### config.mk
export PLATFORM = sky130hd
export DESIGN_NAME = thumb_instruction_field_decoder_core
export DESIGN_NICKNAME = d
export VERILOG_FILES = /design/src/rtl/core/tifd_pkg.sv /design/src/rtl/core/thumb_instruction_field_decoder_core.sv /design/src/rtl/core/tifd_decode.sv
export SDC_FILE = /design/constraint.sdc
export NUM_CORES = 1
export LEC_CHECK = 0
export BUFFER_PORTS_ARGS = -buffer_cell sky130_fd_sc_hd__buf_2
export CAP_MARGIN = 20
export CELL_PAD_IN_SITES_DETAIL_PLACEMENT = 1
export CELL_PAD_IN_SITES_GLOBAL_PLACEMENT = 1
export CORE_MARGIN = 2
export CORE_UTILIZATION = 30
export CTS_CLUSTER_SIZE = 14
export DETAILED_ROUTE_END_ITERATION = 8
export GPL_TIMING_DRIVEN = 0
export PLACE_DENSITY = 0.62
export SKIP_LAST_GASP = 1
export SYNTH_ARGS = -nofsm -noshare
export SYNTH_HDL_FRONTEND = slang
export SYNTH_HIERARCHICAL = 1
export SYNTH_SLANG_ARGS = --single-unit
### constraint.sdc
create_clock -name clk -period 4.4 [get_ports clk]
set_input_delay 1.1 -clock clk [delete_from_list [all_inputs] [get_ports clk]]
set_output_delay 1.1 -clock clk [all_outputs]
set_load 0.01 [all_outputs]
### src/rtl/core/tifd_pkg.sv
// shared types and format codes for the thumb instruction field decoder
package tifd_pkg;

  localparam int unsigned InstrWidth  = 16;
  localparam int unsigned ClassWidth  = 5;
  localparam int unsigned OutDataBits = 40;
  localparam int unsigned InDataBits  = 16;

  // format codes, thumb formats 1..19 in table order, then undefined
  localparam logic [ClassWidth-1:0] FMT_MOVE_SHIFTED = 5'd0;
  localparam logic [ClassWidth-1:0] FMT_ADD_SUB      = 5'd1;
  localparam logic [ClassWidth-1:0] FMT_MOV_CMP_IMM  = 5'd2;
  localparam logic [ClassWidth-1:0] FMT_ALU          = 5'd3;
  localparam logic [ClassWidth-1:0] FMT_HI_REG_BX    = 5'd4;
  localparam logic [ClassWidth-1:0] FMT_PC_LOAD      = 5'd5;
  localparam logic [ClassWidth-1:0] FMT_LS_REG_OFS   = 5'd6;
  localparam logic [ClassWidth-1:0] FMT_LS_SIGN_EXT  = 5'd7;
  localparam logic [ClassWidth-1:0] FMT_LS_IMM_OFS   = 5'd8;
  localparam logic [ClassWidth-1:0] FMT_LS_HALF      = 5'd9;
  localparam logic [ClassWidth-1:0] FMT_SP_LS        = 5'd10;
  localparam logic [ClassWidth-1:0] FMT_LOAD_ADDR    = 5'd11;
  localparam logic [ClassWidth-1:0] FMT_SP_OFFSET    = 5'd12;
  localparam logic [ClassWidth-1:0] FMT_PUSH_POP     = 5'd13;
  localparam logic [ClassWidth-1:0] FMT_MULTI_LS     = 5'd14;
  localparam logic [ClassWidth-1:0] FMT_COND_BRANCH  = 5'd15;
  localparam logic [ClassWidth-1:0] FMT_SWI          = 5'd16;
  localparam logic [ClassWidth-1:0] FMT_BRANCH       = 5'd17;
  localparam logic [ClassWidth-1:0] FMT_LONG_BRANCH  = 5'd18;
  localparam logic [ClassWidth-1:0] FMT_UNDEFINED    = 5'd19;

  typedef struct packed {
    logic [ClassWidth-1:0] format_class;
    logic [3:0]            op_code;
    logic [3:0]            dest_reg;
    logic [3:0]            src_reg;
    logic [2:0]            offset_reg;
    logic [10:0]           immediate;
    logic                  imm_is_reg;
    logic                  load_flag;
    logic                  size_flag;
    logic                  neg_or_sp;
    logic                  extra_flag;
    logic [7:0]            reg_list;
  } dec_t;

endpackage

### src/rtl/core/thumb_instruction_field_decoder_core.sv
// top level of the thumb instruction field decoder: input stage, decode, result stage
//
// usage
//   in_*  : one beat carries one 16-bit thumb instruction word in in_tdata
//   out_* : one beat per instruction; out_tuser is the format class
//           (thumb formats 1..19 as 0..18, 19 for undefined encodings),
//           out_tdata holds the decoded fields, unused fields read zero
//   path: a word accepted into the input register moves on into the result
//           register, which drives out_*; throughput: one instruction per cycle
//           while out_tready is high, set by the single decode pass between the two
//           registers; stall: when out_tready is low the result stays put; the input stage
//           keeps one more word, then in_tready drops until the result
//           is taken, so no beat is lost or repeated
//   reset: rst_n low clears both stage valid flags; no data is pending
//           afterwards and the block is ready at once
module thumb_instruction_field_decoder_core
  import tifd_pkg::*;
(
  input  logic                   clk,
  input  logic                   rst_n,
  // input beat
  input  logic                   in_tvalid,
  output logic                   in_tready,
  input  logic [InDataBits-1:0]  in_tdata,   // [15:0] instr_word
  // result beat
  output logic                   out_tvalid,
  input  logic                   out_tready,
  output logic [OutDataBits-1:0] out_tdata,  // [3:0] op_code, [7:4] dest_reg,
                                             // [11:8] src_reg, [14:12] offset_reg,
                                             // [25:15] immediate, [26] imm_is_reg,
                                             // [27] load_flag, [28] size_flag,
                                             // [29] neg_or_sp, [30] extra_flag,
                                             // [38:31] reg_list, [39] zero
  output logic [ClassWidth-1:0]  out_tuser   // [4:0] format_class
);

  // input stage
  logic [InstrWidth-1:0] instr_r;
  logic                  in_vld_r;
  // result stage
  dec_t                  res_r;
  logic                  out_vld_r;

  dec_t                  dec;
  logic                  res_load;
  logic                  in_load;

  // result stage takes a new beat when empty or being drained this cycle
  assign res_load = !out_vld_r || out_tready;
  // input stage moves forward when it is empty or its word goes to the result stage
  assign in_load  = !in_vld_r || res_load;
  assign in_tready = in_load;

  tifd_decode u_decode (
    .instr (instr_r),
    .dec   (dec)
  );

  always_ff @(posedge clk) begin
    if (!rst_n) begin
      in_vld_r  <= 1'b0;
      out_vld_r <= 1'b0;
    end else begin
      if (in_load) begin
        in_vld_r <= in_tvalid;
      end
      if (res_load) begin
        out_vld_r <= in_vld_r;
      end
    end
  end

  // payload registers, no reset needed
  always_ff @(posedge clk) begin
    if (in_load && in_tvalid) begin
      instr_r <= in_tdata;
    end
    if (res_load && in_vld_r) begin
      res_r <= dec;
    end
  end

  assign out_tvalid = out_vld_r;
  assign out_tuser  = res_r.format_class;
  assign out_tdata  = {1'b0, res_r.reg_list, res_r.extra_flag, res_r.neg_or_sp,
                       res_r.size_flag, res_r.load_flag, res_r.imm_is_reg,
                       res_r.immediate, res_r.offset_reg, res_r.src_reg,
                       res_r.dest_reg, res_r.op_code};

endmodule

### src/rtl/core/tifd_decode.sv
// format classifier and field extractor for one thumb instruction word
module tifd_decode
  import tifd_pkg::*;
(
  input  logic [InstrWidth-1:0] instr,
  output dec_t                  dec
);

  logic [2:0] low_d;
  logic [2:0] mid_s;
  logic [2:0] hi_d;

  assign low_d = instr[2:0];
  assign mid_s = instr[5:3];
  assign hi_d  = instr[10:8];

  always_comb begin
    dec              = '0;
    dec.format_class = FMT_UNDEFINED;
    // format tests in table order, first match wins
    priority if (instr[15:13] == 3'b000 && instr[12:11] != 2'b11) begin
      dec.format_class = FMT_MOVE_SHIFTED;
      dec.op_code      = {2'b00, instr[12:11]};
      dec.immediate    = {6'd0, instr[10:6]};
      dec.src_reg      = {1'b0, mid_s};
      dec.dest_reg     = {1'b0, low_d};
    end else if (instr[15:11] == 5'b00011) begin
      dec.format_class = FMT_ADD_SUB;
      dec.op_code      = {3'b000, instr[9]};
      dec.imm_is_reg   = ~instr[10];
      dec.offset_reg   = instr[8:6];
      dec.src_reg      = {1'b0, mid_s};
      dec.dest_reg     = {1'b0, low_d};
    end else if (instr[15:13] == 3'b001) begin
      dec.format_class = FMT_MOV_CMP_IMM;
      dec.op_code      = {2'b00, instr[12:11]};
      dec.dest_reg     = {1'b0, hi_d};
      dec.immediate    = {3'd0, instr[7:0]};
    end else if (instr[15:10] == 6'b010000) begin
      dec.format_class = FMT_ALU;
      dec.op_code      = instr[9:6];
      dec.src_reg      = {1'b0, mid_s};
      dec.dest_reg     = {1'b0, low_d};
    end else if (instr[15:10] == 6'b010001) begin
      dec.format_class = FMT_HI_REG_BX;
      dec.op_code      = {2'b00, instr[9:8]};
      dec.dest_reg     = {instr[7], low_d};
      dec.src_reg      = {instr[6], mid_s};
    end else if (instr[15:11] == 5'b01001) begin
      dec.format_class = FMT_PC_LOAD;
      dec.dest_reg     = {1'b0, hi_d};
      dec.immediate    = {3'd0, instr[7:0]};
    end else if (instr[15:12] == 4'b0101 && !instr[9]) begin
      dec.format_class = FMT_LS_REG_OFS;
      dec.load_flag    = instr[11];
      dec.size_flag    = instr[10];
      dec.offset_reg   = instr[8:6];
      dec.src_reg      = {1'b0, mid_s};
      dec.dest_reg     = {1'b0, low_d};
    end else if (instr[15:12] == 4'b0101) begin
      dec.format_class = FMT_LS_SIGN_EXT;
      dec.size_flag    = instr[11];
      dec.neg_or_sp    = instr[10];
      dec.offset_reg   = instr[8:6];
      dec.src_reg      = {1'b0, mid_s};
      dec.dest_reg     = {1'b0, low_d};
    end else if (instr[15:13] == 3'b011) begin
      dec.format_class = FMT_LS_IMM_OFS;
      dec.size_flag    = instr[12];
      dec.load_flag    = instr[11];
      dec.immediate    = {6'd0, instr[10:6]};
      dec.src_reg      = {1'b0, mid_s};
      dec.dest_reg     = {1'b0, low_d};
    end else if (instr[15:12] == 4'b1000) begin
      dec.format_class = FMT_LS_HALF;
      dec.load_flag    = instr[11];
      dec.immediate    = {6'd0, instr[10:6]};
      dec.src_reg      = {1'b0, mid_s};
      dec.dest_reg     = {1'b0, low_d};
    end else if (instr[15:12] == 4'b1001) begin
      dec.format_class = FMT_SP_LS;
      dec.load_flag    = instr[11];
      dec.dest_reg     = {1'b0, hi_d};
      dec.immediate    = {3'd0, instr[7:0]};
    end else if (instr[15:12] == 4'b1010) begin
      dec.format_class = FMT_LOAD_ADDR;
      dec.neg_or_sp    = instr[11];
      dec.dest_reg     = {1'b0, hi_d};
      dec.immediate    = {3'd0, instr[7:0]};
    end else if (instr[15:8] == 8'hB0) begin
      dec.format_class = FMT_SP_OFFSET;
      dec.neg_or_sp    = instr[7];
      dec.immediate    = {4'd0, instr[6:0]};
    end else if (instr[15:12] == 4'b1011 && instr[10:9] == 2'b10) begin
      dec.format_class = FMT_PUSH_POP;
      dec.load_flag    = instr[11];
      dec.extra_flag   = instr[8];
      dec.reg_list     = instr[7:0];
    end else if (instr[15:12] == 4'b1100) begin
      dec.format_class = FMT_MULTI_LS;
      dec.load_flag    = instr[11];
      dec.src_reg      = {1'b0, hi_d};
      dec.reg_list     = instr[7:0];
    end else if (instr[15:12] == 4'b1101 && instr[11:8] != 4'hF) begin
      dec.format_class = FMT_COND_BRANCH;
      dec.op_code      = instr[11:8];
      dec.immediate    = {3'd0, instr[7:0]};
    end else if (instr[15:8] == 8'hDF) begin
      dec.format_class = FMT_SWI;
      dec.immediate    = {3'd0, instr[7:0]};
    end else if (instr[15:11] == 5'b11100) begin
      dec.format_class = FMT_BRANCH;
      dec.immediate    = instr[10:0];
    end else if (instr[15:12] == 4'b1111) begin
      dec.format_class = FMT_LONG_BRANCH;
      dec.extra_flag   = instr[11];
      dec.immediate    = instr[10:0];
    end else begin
      // leftover 1011 patterns and 11101 stay undefined with zero fields
      dec.format_class = FMT_UNDEFINED;
    end
  end

endmodule

After elaboration in Yosys (flattened, before gate mapping). Index checks and enable logic that the tools add are counted.

Register bits: 62. Bits in latches: 0. Bits in writable memories: 0. Memory bits (read-only): 0. Input port bits: 20. Output and inout port bits: 47. Logic and storage cells: 161. Memories: 0.

Add/sub/neg operators: 0. Multipliers: 0. Divide/modulo/power cells: 0. $lt $le $gt $ge: 0. Eq/ne operators: 20. Shift operators: 0. Multiplexer cells: 93. Bitwise logic cells: 2. Reductions and logical operators: 22.

Operator list (number): 2-to-1 mux 11 bit (19); 2-to-1 mux 4 bit (25); 2-to-1 mux 10 bit (5); 2-to-1 mux 14 bit (3); 2-to-1 mux 8 bit (5); == test 4 bit (second input constant) (7); 2-to-1 mux 9 bit (3); 2-to-1 mux 3 bit (6); 2-to-1 mux 1 bit (17); OR reduction 17 bit (1); == test 8 bit (second input constant) (2); 2-to-1 mux 16 bit (1); OR reduction 16 bit (1); 2-to-1 mux 15 bit (1); 2-to-1 mux 7 bit (2); OR reduction 13 bit (1); == test 6 x 5 -> 1 bit (second input constant) (2); 2-to-1 mux 5 bit (2); 2-to-1 mux 2 bit (4); OR reduction 8 bit (1); OR reduction 7 bit (1); logical AND 1 bit (6); OR reduction 6 bit (1); == test 5 x 2 -> 1 bit (second input constant) (1); 15 further kinds (20).

Depth between registers and ports, before layout. Gate-level depths: netlist of run 1.

Word-level depth: 20. Depth in mapped cells: 7. Mapped depth without buffers: 4.

Modules after synthesis. The synthesis of run 1 kept the hierarchy.

By module, submodules not included: thumb_instruction_field_decoder_core (instances 1, cells an instance 71, area each 1916.8 µm², sequential area each 1841.8 µm²); tifd_decode (instances 1, cells an instance 213, area each 1270.0 µm², sequential area each 0.0 µm²).

Worst setup path after synthesis of run 1. OpenSTA, ideal clock, no wires.

Kind: input to register. Start point: input out_tready. End point: register res_r (netlist bit out_tdata[0]) (enable). Setup time: 0.450 ns. Data arrival time: 3.094 ns. Data required time: 3.950 ns. Slack: 0.856 ns. Stages: 2. Path buffers: 0. Cell sequence: nor2b_4 > nor2b_1.

Cells in the longest elaborated chain, start to end: 2.

RTL lines: from (decl) (RTL line thumb_instruction_field_decoder_core.sv:27) `input logic out_tready,`; logical OR 1 bit (RTL line thumb_instruction_field_decoder_core.sv:49) `assign res_load = !out_vld_r || out_tready;`; logical AND 1 bit (RTL line thumb_instruction_field_decoder_core.sv:78) `if (res_load && in_vld_r) begin`; to (signal assigned) (RTL line thumb_instruction_field_decoder_core.sv:79) `res_r <= dec;`; to (decl) (RTL line thumb_instruction_field_decoder_core.sv:41) `dec_t res_r;`.

No other way between the ends. A chain may end at the register's enable or synchronous reset.

Worst setup path after layout of run 1.
Start point: input out_tready. End point: output in_tready.

Cells in the longest elaborated chain, start to end: 2.

RTL lines: logical OR 1 bit (RTL line thumb_instruction_field_decoder_core.sv:49); logical OR 1 bit (RTL line thumb_instruction_field_decoder_core.sv:51) `assign in_load = !in_vld_r || res_load;`; to (decl) (RTL line thumb_instruction_field_decoder_core.sv:23) `output logic in_tready,`.

No other way between the ends.

==> results.md, run 1 <==
- Drt via density: 5.02
- Cell Rows: 37
- Global-route wire length before repair: 14.1 mm
- Synth Register Bits: 62
- Clock tree buffer depth: 2
- Detailed Routing Iterations Pass 1: 5
- Vias in the first global route: 2439
- Critical-path cell list: buf_2 -> nand3b_4 -> buf_2
- CP Max Fanout: 2
- DP Cell Count: 486
- Cell mode on critical path: buf_2
- Synthesized net count: 304
- Largest net degree at the start of global routing: 28
- Fmax: 383 MHz
- Die H: between 100 and 150 um
- I/O Pins: 67
- Setup TNS: 0 ns
- Post-synthesis xor/xnor area fraction: 0%
- Flop2flop setup slack: 2.14 ns
- Clk root buf: clkbuf_8
- Post-CTS Hold Buffers: 0
- NumNets Final: around 380
- Final slew viol count: 0
- RR Endpoint: out_tdata[17]$_DFFE_PP_
- Initial antenna violation count: 0
- Area growth from synthesis to layout: 21.8%
- Status: finished, final reports clean
- Hold Path Class: reg2reg
- CP arrival: 1.51 ns
- GP Congestion: 0.889
- Setup crit start kind: input port
- Register area share after synthesis: 57.8%
- N_diodes: 0
- Slew @ Worst Pin: 0.908 ns
- Total Wirelength: 9.10 mm
- HP Start: out_tvalid$_SDFFE_PN0P_
- PD cells: about 350 mW/mm2
- DRT antenna net count: 0
- Postcts setup bufs: 0
- Commonest non-fill, non-tap cell in the layout: buf_2
- Final Cycle Share: 59.4%
- Critical path's slowest cell: nand3b_4
- Clk_skew: 0.0146 ns
- Synth Instances: ~280
- Register area: roughly 0.0018 mm2
- Most frequent cells in the layout: 68 x buf_2, 60 x edfxtp_1, 32 x nand2_1
- Largest family of logic cells by synthesized area: simple AND/OR/NAND/NOR gates
- Post-synthesis async set-or-reset flop share: 0%
- Maxcap violations: 0
- Hold endpoint: in_vld_r$_SDFFE_PN0P_
- Min-Delay Path Depth: 2
- Clk slew on worst S/H paths: 0.06 ns
- Crit path time final: 2.61 ns
- Total grt overflow: 0
- Layout fillers: 1178
- Syn_area_per_cell: 11.2 um2
- CORE AREA: 0.0103 mm2
- Routed vias: 2511
- Setup CP Type: in2out
- Cell area after placement: 0.00371 mm2
- CTS buffer count: 9
- Crit. End Element: output port
- Max-slew headroom: 39.5%
- Total track usage: between 10% and 20%
- Distinct cells, synth: 53
- Final instance area: 0.00388 mm2
- VDD IR max: 0.108 mV
- Insertion delay to the later sink of the worst-skew pair: 0.35 ns
- DR iter-0 viols: slightly above 200
- Synth warnings: 6
- Max H-tree Level: 3
- CP required: ~3.3 ns
- HPWL Detailed: 6.52 mm
- Wire per inst: 18.2 um
- Clock Sinks: 62
- Synth Flop Type: edfxtp_1
- Synthesized-area fraction occupied by and/or/nand/nor cells: 19.6%
- Hold WS: 0.527 ns
- TritonCTS clock tree: built
- Initial core utilization: 30.9%
- IO Port Bufs: 65
- CP peak stage delay: 0.15 ns
- RSZ-0062 raised after global routing: no
- Reg2reg start: instr_r[9]$_DFFE_PP_
- Die ar.: 0.0115 mm2
- Layout cell share with drive strength beyond 1: 25.3%
- Post-Synthesis Cell Area: approximately 0.0032 mm2
- Post-cts resize count: 0
- Post-synth EDFFs: 60
- Multi-input logic area: 0.00122 mm2
- Die width: 107 um
- # setup viols final: 0
- Post-synthesis compound-gate area fraction: 18.1%
- P_leak: about 1.4 nW
- Mux cell area share after synthesis: 0.314%
- Worst reg-to-reg path cell count: 4
- Final hold viol count: 0
- Layout Cells excl Fill: 500
- DRC errors left: 0
- Adder-cell area share of the yosys netlist: 0%
cells in the mapped netlist, drive strengths merged (3+ instances only):
library cell / instances / area (um2)
edfxtp: 60 / 1800
nand2: 32 / 120
o21ai: 18 / 90.1
clkbuf: 16 / 60.1
a22o: 15 / 131
a21oi: 13 / 65.1
and2: 13 / 81.3
buf: 11 / 63.8
nor2: 11 / 41.3
nand2b: 8 / 50.1
nand3b: 8 / 72.6
nor2b: 7 / 51.3
and3: 6 / 37.5
nor3: 6 / 35.0
a21boi: 5 / 37.5
a221o: 5 / 50.1
nand3: 4 / 20.0
nor3b: 4 / 30.0
nor4: 3 / 31.3
o21a: 3 / 22.5
or3: 3 / 18.8
per-stage QoR:
stage	setup slack, ns	utilization [%]	power, W
2_1_floorplan	0.856	-	0.000834
3_3_place_gp	-0.134	35.7	0.000908
3_5_place_dp	1.79	36.0	0.000911
4_1_cts	1.79	37.6	0.00138
5_1_grt	1.77	37.6	0.00142
6_report	1.79	37.6	0.00136
critical path, delay by kind of cell:
kind / cells / cell delay (ns)
buf+inv: 2 / 0.26
simple gates: 1 / 0.15
where the power goes:
group / switching [W] / internal (W)
clock: 0.000208 / 0.000252
combinational: 0.000119 / 0.0000747
sequential: 0.0000174 / 0.000687
area by class of cell:
| cell class | count | area share, % |
|---|---|---|
| clock buffer | 11 | 3.38 |
| tap | 136 | 4.38 |
| clock inverter | 3 | 0.967 |
| buffer | 27 | 3.19 |
| multi-input combinational | 193 | 31.6 |
| inverter | 2 | 0.193 |
| sequential | 62 | 47.4 |
| timing repair buffer | 66 | 8.89 |
registers in the layout, summed over array words and instances (netlist names):
signal and cells:
instr_r 16, out_tuser 5, out_tvalid 1, out_tdata 39
in_vld_r 1
how the worst max path moves through the flow:
stage	startpoint	to	slack [ns]
after floorplan	out_tready	out_tdata[0]$_DFFE_PP_	0.86
after global placement	out_tready	out_tdata[7]$_DFFE_PP_	-0.13
after detailed placement	out_tready	in_tready	1.79
after CTS	out_tready	in_tready	1.79
after global routing	out_tready	in_tready	1.77
final	out_tready	in_tready	1.79
cell families (layout without fill, tap and decap cells):
logic type,Yosys count,after routing
other,1,1
DFF,62,62
muxes,1,1
AOI/OAI and AO/OA,81,81
and+or+nand+nor,110,110
buffers and inverters,29,109
routing by layer:
metal,global-route usage (%),vias to the layer above,share of wire (%)
li1,-,1222,-
met1,23.7,1187,47
met2,25.3,96,45
met3,3.47,6,7.3
met4,5.01,0,1.1
met5,0,-,0
(Power assumes the default switching activity.)
==> run 2, diff against run 1 <==
Clock period 4.4 ns to 2.7 ns, I/O delays scaled along.
==> run 2 against run 1 <==
Against the previous run: flip-flop and latch count is the same; sequential power grew 63%; non-clock buffer count is the same; die area is the same; total power grew 68%; cell count grew 0.40%; core utilization grew 0.27 points; highest routed layer unchanged; critical path type is now reg2reg; design area grew 0.71%.
==> results.md, run 2 (synthesis results as in run 1) <==
- DRC errors left: 0 (unchanged)
- Initial antenna violation count: 0 (unchanged)
- Insertion delay to the later sink of the worst-skew pair: 0.35 ns (about the same)
- Setup crit start kind: flop
- Cell mode on critical path: clkbuf_1
- Post-cts resize count: 0 (unchanged)
- Die H: 107 um (unchanged)
- Crit-path leading delay family: buffers and inverters
- IO Port Bufs: 65 (unchanged)
- Vias in the first global route: 2525 (+3.5%)
- Total track usage: 16.5% (-0.13 points)
- Die width: 107 um (unchanged)
- DRT antenna net count: 0 (unchanged)
- Post-CTS Hold Buffers: 0 (unchanged)
- TritonCTS clock tree: built
- Global-route wire length before repair: 14.0 mm (-0.49%)
- Internal power: 0.00167 W (+65%)
- Clock share of power: 35.9% (+2.0 points)
- Crit path time final: 2.19 ns
- CP required: 2.92 ns (-0.38 ns)
- Slew @ Worst Pin: 0.923 ns (+0.0145 ns)
- Die ar.: 0.0115 mm2 (unchanged)
- Largest register FFs: 39 (unchanged)
- NumNets Final: 381 (unchanged)
- Drt via density: 5.08 (+1.1%)
- Setup CP Type: reg2reg
- Critical path's slowest cell: clkbuf_1
- VDD IR max: 0.208 mV (+92%)
- P_leak: 1.45 nW (+0.93%)
- Area growth from synthesis to layout: 22.7%
- Critical-path cell list: buf_6 -> clkbuf_1 -> clkbuf_1 -> a21oi_1 -> a211oi_1 -> and2_1
- Clk slew on worst S/H paths: 0.08 ns (+0.02 ns)
- RSZ-0062 raised after global routing: no
- Sw power: 0.000611 W (+78%)
- HPWL Detailed: 6.56 mm (+0.67%)
- Final Cycle Share: between 80 and 90%
- I/O Pins: 67 (unchanged)
- Clk root buf: clkbuf_8
- Hold Path Class: in2reg
- Layout fillers: 1189 (+0.93%)
- Total Wirelength: 9.03 mm (-0.78%)
- Final setup margin: 0.507 ns (-1.28 ns)
- Clock Sinks: 62 (unchanged)
- Crit path buf inv count: 3 (+1)
- CORE AREA: 0.0103 mm2 (unchanged)
- CTS buffer count: 9 (unchanged)
- Status: finished, final reports clean
- Fin util: 37.9% (+0.27 points)
- Routed vias: 2548 (+1.5%)
- Clk_skew: 0.00895 ns (-0.00567 ns)
- Clock tree buffer depth: 2 (unchanged)
- Gate power share: 13.8% (-0.4 points)
- Fmax: between 400 and 500 MHz
- # setup viols final: 0 (unchanged)
- N_diodes: 0 (unchanged)
- Final Power: 0.00228 W (+68%)
- Final instance area: 0.00391 mm2 (+0.71%)
- Most frequent cells in the layout: 68 x buf_2, 60 x edfxtp_1, 32 x nand2_1
- DR iter-0 viols: 196 (-3.0%)
- Seq pwr share: 50.3% (-1.6 points)
- CP arrival: 2.41 ns (+0.90 ns)
- Crit. End Element: flop
- Detailed Routing Iterations Pass 1: 4 (-1)
- Largest net degree at the start of global routing: 33 (+18%)
- Layout cell share with drive strength beyond 1: 26.5% (+1.2 points)
- GP Congestion: 0.886 (-0.29%)
- Max-slew headroom: 38.5% (-0.97 points)
- Postcts setup bufs: 0 (unchanged)
- Total grt overflow: 0 (unchanged)
- Pre-CTS WS: 0.556 ns (-1.23 ns)
- Commonest non-fill, non-tap cell in the layout: buf_2
- Cell Rows: 37 (unchanged)
- Final slew viol count: 0 (unchanged)
- CP peak stage delay: 0.52 ns (+0.37 ns)
- CP Max Fanout: 10 (+8)
- Maxcap violations: 0 (unchanged)
- PD cells: 583 mW/mm2 (+67%)
- Cell area after placement: 0.00371 mm2 (unchanged)
- Initial core utilization: 30.9% (unchanged)
- Max H-tree Level: 3 (unchanged)
- Sw Ratio: 26.8% (+1.5 points)
- Final hold viol count: 0 (unchanged)
- Setup TNS: 0 ns (unchanged)
- Wire per inst: 18.0 um (-1.2%)
[run 2: final timing paths]
path | startpoint | to | slack (ns) | cells after the start
hold / removal | in_tdata[1] | instr_r[1]$_DFFE_PP_ | 0.49 | 1
setup reg to reg | instr_r[13]$_DFFE_PP_ | out_tdata[21]$_DFFE_PP_ | 0.51 | 6
hold reg to reg | out_tvalid$_SDFFE_PN0P_ | in_vld_r$_SDFFE_PN0P_ | 0.54 | 2
setup / recovery | instr_r[13]$_DFFE_PP_ | out_tdata[21]$_DFFE_PP_ | 0.51 | 6
[run 2: power groups by stage]
| stage | registers, W | clock network (W) | logic [W] |
|---|---|---|---|
| detailed placement | 0.00117 | 0 | 0.000314 |
| floorplan | 0.00118 | 0 | 0.000175 |
| global route | 0.00115 | 0.000876 | 0.000348 |
| CTS | 0.00115 | 0.000842 | 0.000316 |
| finish | 0.00115 | 0.000817 | 0.000315 |
| global placement | 0.00117 | 0 | 0.000308 |
[run 2: per-layer routing]
metal	vias to the layer above	GRT usage (%)	wire, um
met3	9	4.56	471
li1	1229	-	-
met5	-	0	0
met1	1233	21.7	4220
met4	0	6.59	125
met2	77	25.5	4210
[run 2: per-stage QoR]
step	instances	hold WS, ns
floorplan	284	0.528
CTS	502	0.477
finish	502	0.491
global placement	485	0.509
global route	502	0.478
detailed placement	486	0.542
[run 2: layout make-up]
cell class / count / area, um2 / area share, %
sequential: 62 / 1840 / 47.1
multi-input combinational: 193 / 1220 / 31.3
timing repair buffer: 66 / 345 / 8.83
tap: 136 / 170 / 4.35
clock buffer: 9 / 124 / 3.17
buffer: 27 / 124 / 3.17
clock inverter: 7 / 72.6 / 1.86
inverter: 2 / 7.51 / 0.192
==> run 3, diff against run 2 <==
Settings changed: ABC_AREA from default to 1, PLACE_DENSITY 0.62 to 0.65.
Clock period 2.7 ns to 2.06 ns, I/O delays scaled along.
==> run 3 against run 2 <==
Against the previous run: count of clock-buffer cells in the layout grew 1; clock skew grew 0.0045 ns; register-to-register slack lost 0.34 ns; critical path depth grew 2; via count shrank 6.6%; fmax grew 16%; synthesized cell count grew 3.9%; clock power grew 43%; first-iteration DRC count shrank 48%; total power grew 31%; critical path type unchanged; critical endpoint is now out_tuser[3]$_DFFE_PP_.
==> results.md, run 3 <==
- Status: finished, final reports clean
- Initial core utilization: 30.9% (+0.074 points)
- Final Cycle Share: 91.9% (+11 points)
- Clk root buf: clkbuf_8
- CP required: 2.11 ns (-0.81 ns)
- Fin util: 38.9% (+1.0 points)
- Layout fillers: 1129 (-5.0%)
- DP Cell Count: 490 (+0.82%)
- Total grt overflow: 0 (unchanged)
- I/O Pins: 67 (unchanged)
- Post-synth EDFFs: 60 (unchanged)
- VDD IR max: 0.236 mV (+14%)
- # setup viols final: 0 (unchanged)
- Clk slew on worst S/H paths: 0.08 ns (about the same)
- HP Start: in_tdata[7]
- DR iter-0 viols: 102 (-48%)
- Post-Synthesis Cell Area: 0.00287 mm2 (-9.9%)
- Post-synthesis compound-gate area fraction: 8.93% (-9.2 points)
- Final instance area: 0.00361 mm2 (-7.6%)
- Maxcap violations: 0 (unchanged)
- Hold endpoint: instr_r[7]$_DFFE_PP_
- Cell taking the most area after synthesis: edfxtp_1
- Most frequent cells in the layout: 74 x nand2_1, 71 x buf_2, 60 x edfxtp_1
- GP Congestion: 0.876 (-1.1%)
- Synth Flop Type: edfxtp_1
- RSZ-0062 raised after global routing: no
- Largest register FFs: 39 (unchanged)
- Hold Path Class: in2reg
- CORE AREA: 0.00928 mm2 (-10%)
- Final slew viol count: 0 (unchanged)
- Worst reg-to-reg path cell count: 8 (+2)
- Min-Delay Path Depth: 1 (unchanged)
- Global-route wire length before repair: 13.5 mm (-3.4%)
- Area growth from synthesis to layout: 25.7%
- Synth Instances: 295 (+3.9%)
- Total Wirelength: 8.73 mm (-3.3%)
- Hold WS: 0.344 ns (-0.147 ns)
- Initial antenna violation count: 0 (unchanged)
- Insertion delay to the later sink of the worst-skew pair: 0.34 ns (about the same)
- Fmax: 528 MHz (+16%)
- HPWL Detailed: 6.46 mm (-1.6%)
- Clock tree buffer depth: 2 (unchanged)
- Synth top area cells: edfxtp_1 63%, nand2_1 9.8%, inv_1 5.0%, nor2_1 4.7%, a21oi_1 3.0%
- Mux cell area share after synthesis: 0% (-0.31 points)
- CP Max Fanout: 8 (-2)
- Layout Cells excl Fill: 506 (+0.80%)
- Clk_skew: 0.0135 ns (+0.00450 ns)
- Layout cell share with drive strength beyond 1: 27.6% (+1.1 points)
- IO Port Bufs: 65 (unchanged)
- Syn_area_per_cell: 9.74 um2 (-13%)
- Die width: 102 um (-4.9%)
- Register area share after synthesis: 64.1% (+6.3 points)
- Pre-CTS WS: -0.000105 ns (-0.556 ns)
- Postcts setup bufs: 0 (unchanged)
- Largest net degree at the start of global routing: 33 (unchanged)
- Commonest non-fill, non-tap cell in the layout: nand2_1
- Wire per inst: 17.2 um (-4.1%)
- Setup crit start kind: flop
- Share of the synthesized area in the top cell type: 62.7% (+6.2 points)
- Synthesized-area fraction occupied by and/or/nand/nor cells: 19.9% (+0.35 points)
- Max-slew headroom: 55.5% (+17 points)
- Synthesized net count: 315 (+3.6%)
- Die ar.: 0.0104 mm2 (-9.5%)
- TritonCTS clock tree: built
- Largest family of logic cells by synthesized area: simple AND/OR/NAND/NOR gates
- Post-synthesis async set-or-reset flop share: 0% (unchanged)
- Drt via density: 4.70 (-7.3%)
- Crit path time final: 1.89 ns (-0.299 ns)
- CP arrival: 1.95 ns (-0.46 ns)
- Adder-cell area share of the yosys netlist: 0% (unchanged)
- Final hold viol count: 0 (unchanged)
- Final setup margin: 0.166 ns (-0.341 ns)
- N_diodes: 0 (unchanged)
- DRC errors left: 0 (unchanged)
- Distinct cells, synth: 26 (-51%)
- Slew @ Worst Pin: 0.666 ns (-0.256 ns)
- Vias in the first global route: 2470 (-2.2%)
- RR Endpoint: out_tuser[3]$_DFFE_PP_
- Die H: 102 um (-4.9%)
- Max H-tree Level: 3 (unchanged)
- Post-synthesis xor/xnor area fraction: 0% (unchanged)
- Total track usage: 17.7% (+1.3 points)
- Most common cell in the synthesized netlist: nand2_1
- Crit. End Element: flop
- PD cells: 825 mW/mm2 (+42%)
- Synth Register Bits: 62 (unchanged)
- Routed vias: 2380 (-6.6%)
- Cell area after placement: 0.00339 mm2 (-8.7%)
- Top cells by count, synth: 75 x nand2_1, 60 x edfxtp_1, 38 x inv_1
- Cell Rows: 35 (-5.4%)
- DRT antenna net count: 0 (unchanged)
- Flop2flop setup slack: 0.17 ns (-0.34 ns)
- Setup CP Type: reg2reg
- P_leak: 1.63 nW (+13%)
- Detailed Routing Iterations Pass 1: 4 (unchanged)
- Synth warnings: 6 (unchanged)
- Reg2reg start: instr_r[12]$_DFFE_PP_
- Clock Sinks: 62 (unchanged)
- CTS buffer count: 9 (unchanged)
- NumNets Final: 392 (+2.9%)
-- run 3: changes by cell type after synthesis, sizes merged, moves of 15 or more --
| cell | previous run | this run |
|---|---|---|
| a22o | 15 | 0 |
| nand2 | 32 | 76 |
| nor2 | 11 | 40 |
| clkbuf | 16 | 0 |
| inv | 2 | 43 |
-- run 3: worst max-delay path by stage --
stage / end / slack (ns) / cells after the start / from
CTS: out_tdata[16]$_DFFE_PP_ / 0.11 / 10 / instr_r[12]$_DFFE_PP_
detailed placement: out_tdata[16]$_DFFE_PP_ / -0.0001 / 10 / instr_r[12]$_DFFE_PP_
floorplan: out_tdata[0]$_DFFE_PP_ / 0.28 / 2 / out_tready
global route: out_tdata[16]$_DFFE_PP_ / 0.03 / 10 / instr_r[12]$_DFFE_PP_
global placement: out_tdata[24]$_DFFE_PP_ / -0.13 / 3 / out_tready
finish: out_tuser[3]$_DFFE_PP_ / 0.17 / 8 / instr_r[12]$_DFFE_PP_
-- run 3: per-layer routing --
metal,track usage [%],up-vias,wire (um)
met5,0,-,0
met4,5.85,0,100
met3,3.08,8,373
met2,29.4,75,4170
met1,23.7,1154,4080
li1,-,1143,-
-- run 3: cells by family (layout without fill, tap and decap cells) --
logic type	count (synthesis)	after routing
AOI/OAI and AO/OA	44	44
and+or+nand+nor	138	138
buffers and inverters	50	132
DFF	62	62
other	1	1
-- run 3: cell type report --
class | instances | area, um2 | share of cell area [%]
plain buffers | 7 | 37.5 | 1.04
clock buffers | 10 | 128 | 3.53
clock inverters | 6 | 86.3 | 2.39
inverters | 43 | 161 | 4.47
multi-input cells | 183 | 851 | 23.6
flip-flops and latches | 62 | 1840 | 51.0
well taps | 129 | 161 | 4.47
repair buffers | 66 | 345 | 9.56
-- run 3: metrics by stage --
stage / total power [W] / TNS [ns]
floorplan: 0.00170 / 0
global placement: 0.00183 / -5.58
detailed placement: 0.00184 / -0.000105
CTS: 0.00302 / 0
global route: 0.00312 / 0
finish: 0.00298 / 0
-- run 3: critical path, stage by stage, from the launching register on --
cell	delay, ns
edfxtp_1	0.50
nand2_1	0.13
inv_2	0.07
nand2_1	0.12
nor2_1	0.10
inv_2	0.18
nand3_1	0.10
nor2_1	0.27
nand3_1	0.15
-- run 3: power by group --
group          internal [W]  total [W]  switching [W]  leakage (nW)
clock              0.000679    0.00117       0.000492         0.106
sequential          0.00146    0.00149      0.0000274         0.611
combinational      0.000103   0.000324       0.000222         0.915
-- run 3: repair_timing --
item | in CTS | in global routing
resized for setup | 1 | 2
hold buffers | 0 | 0
endpoints found under the setup margin | 1 | 5
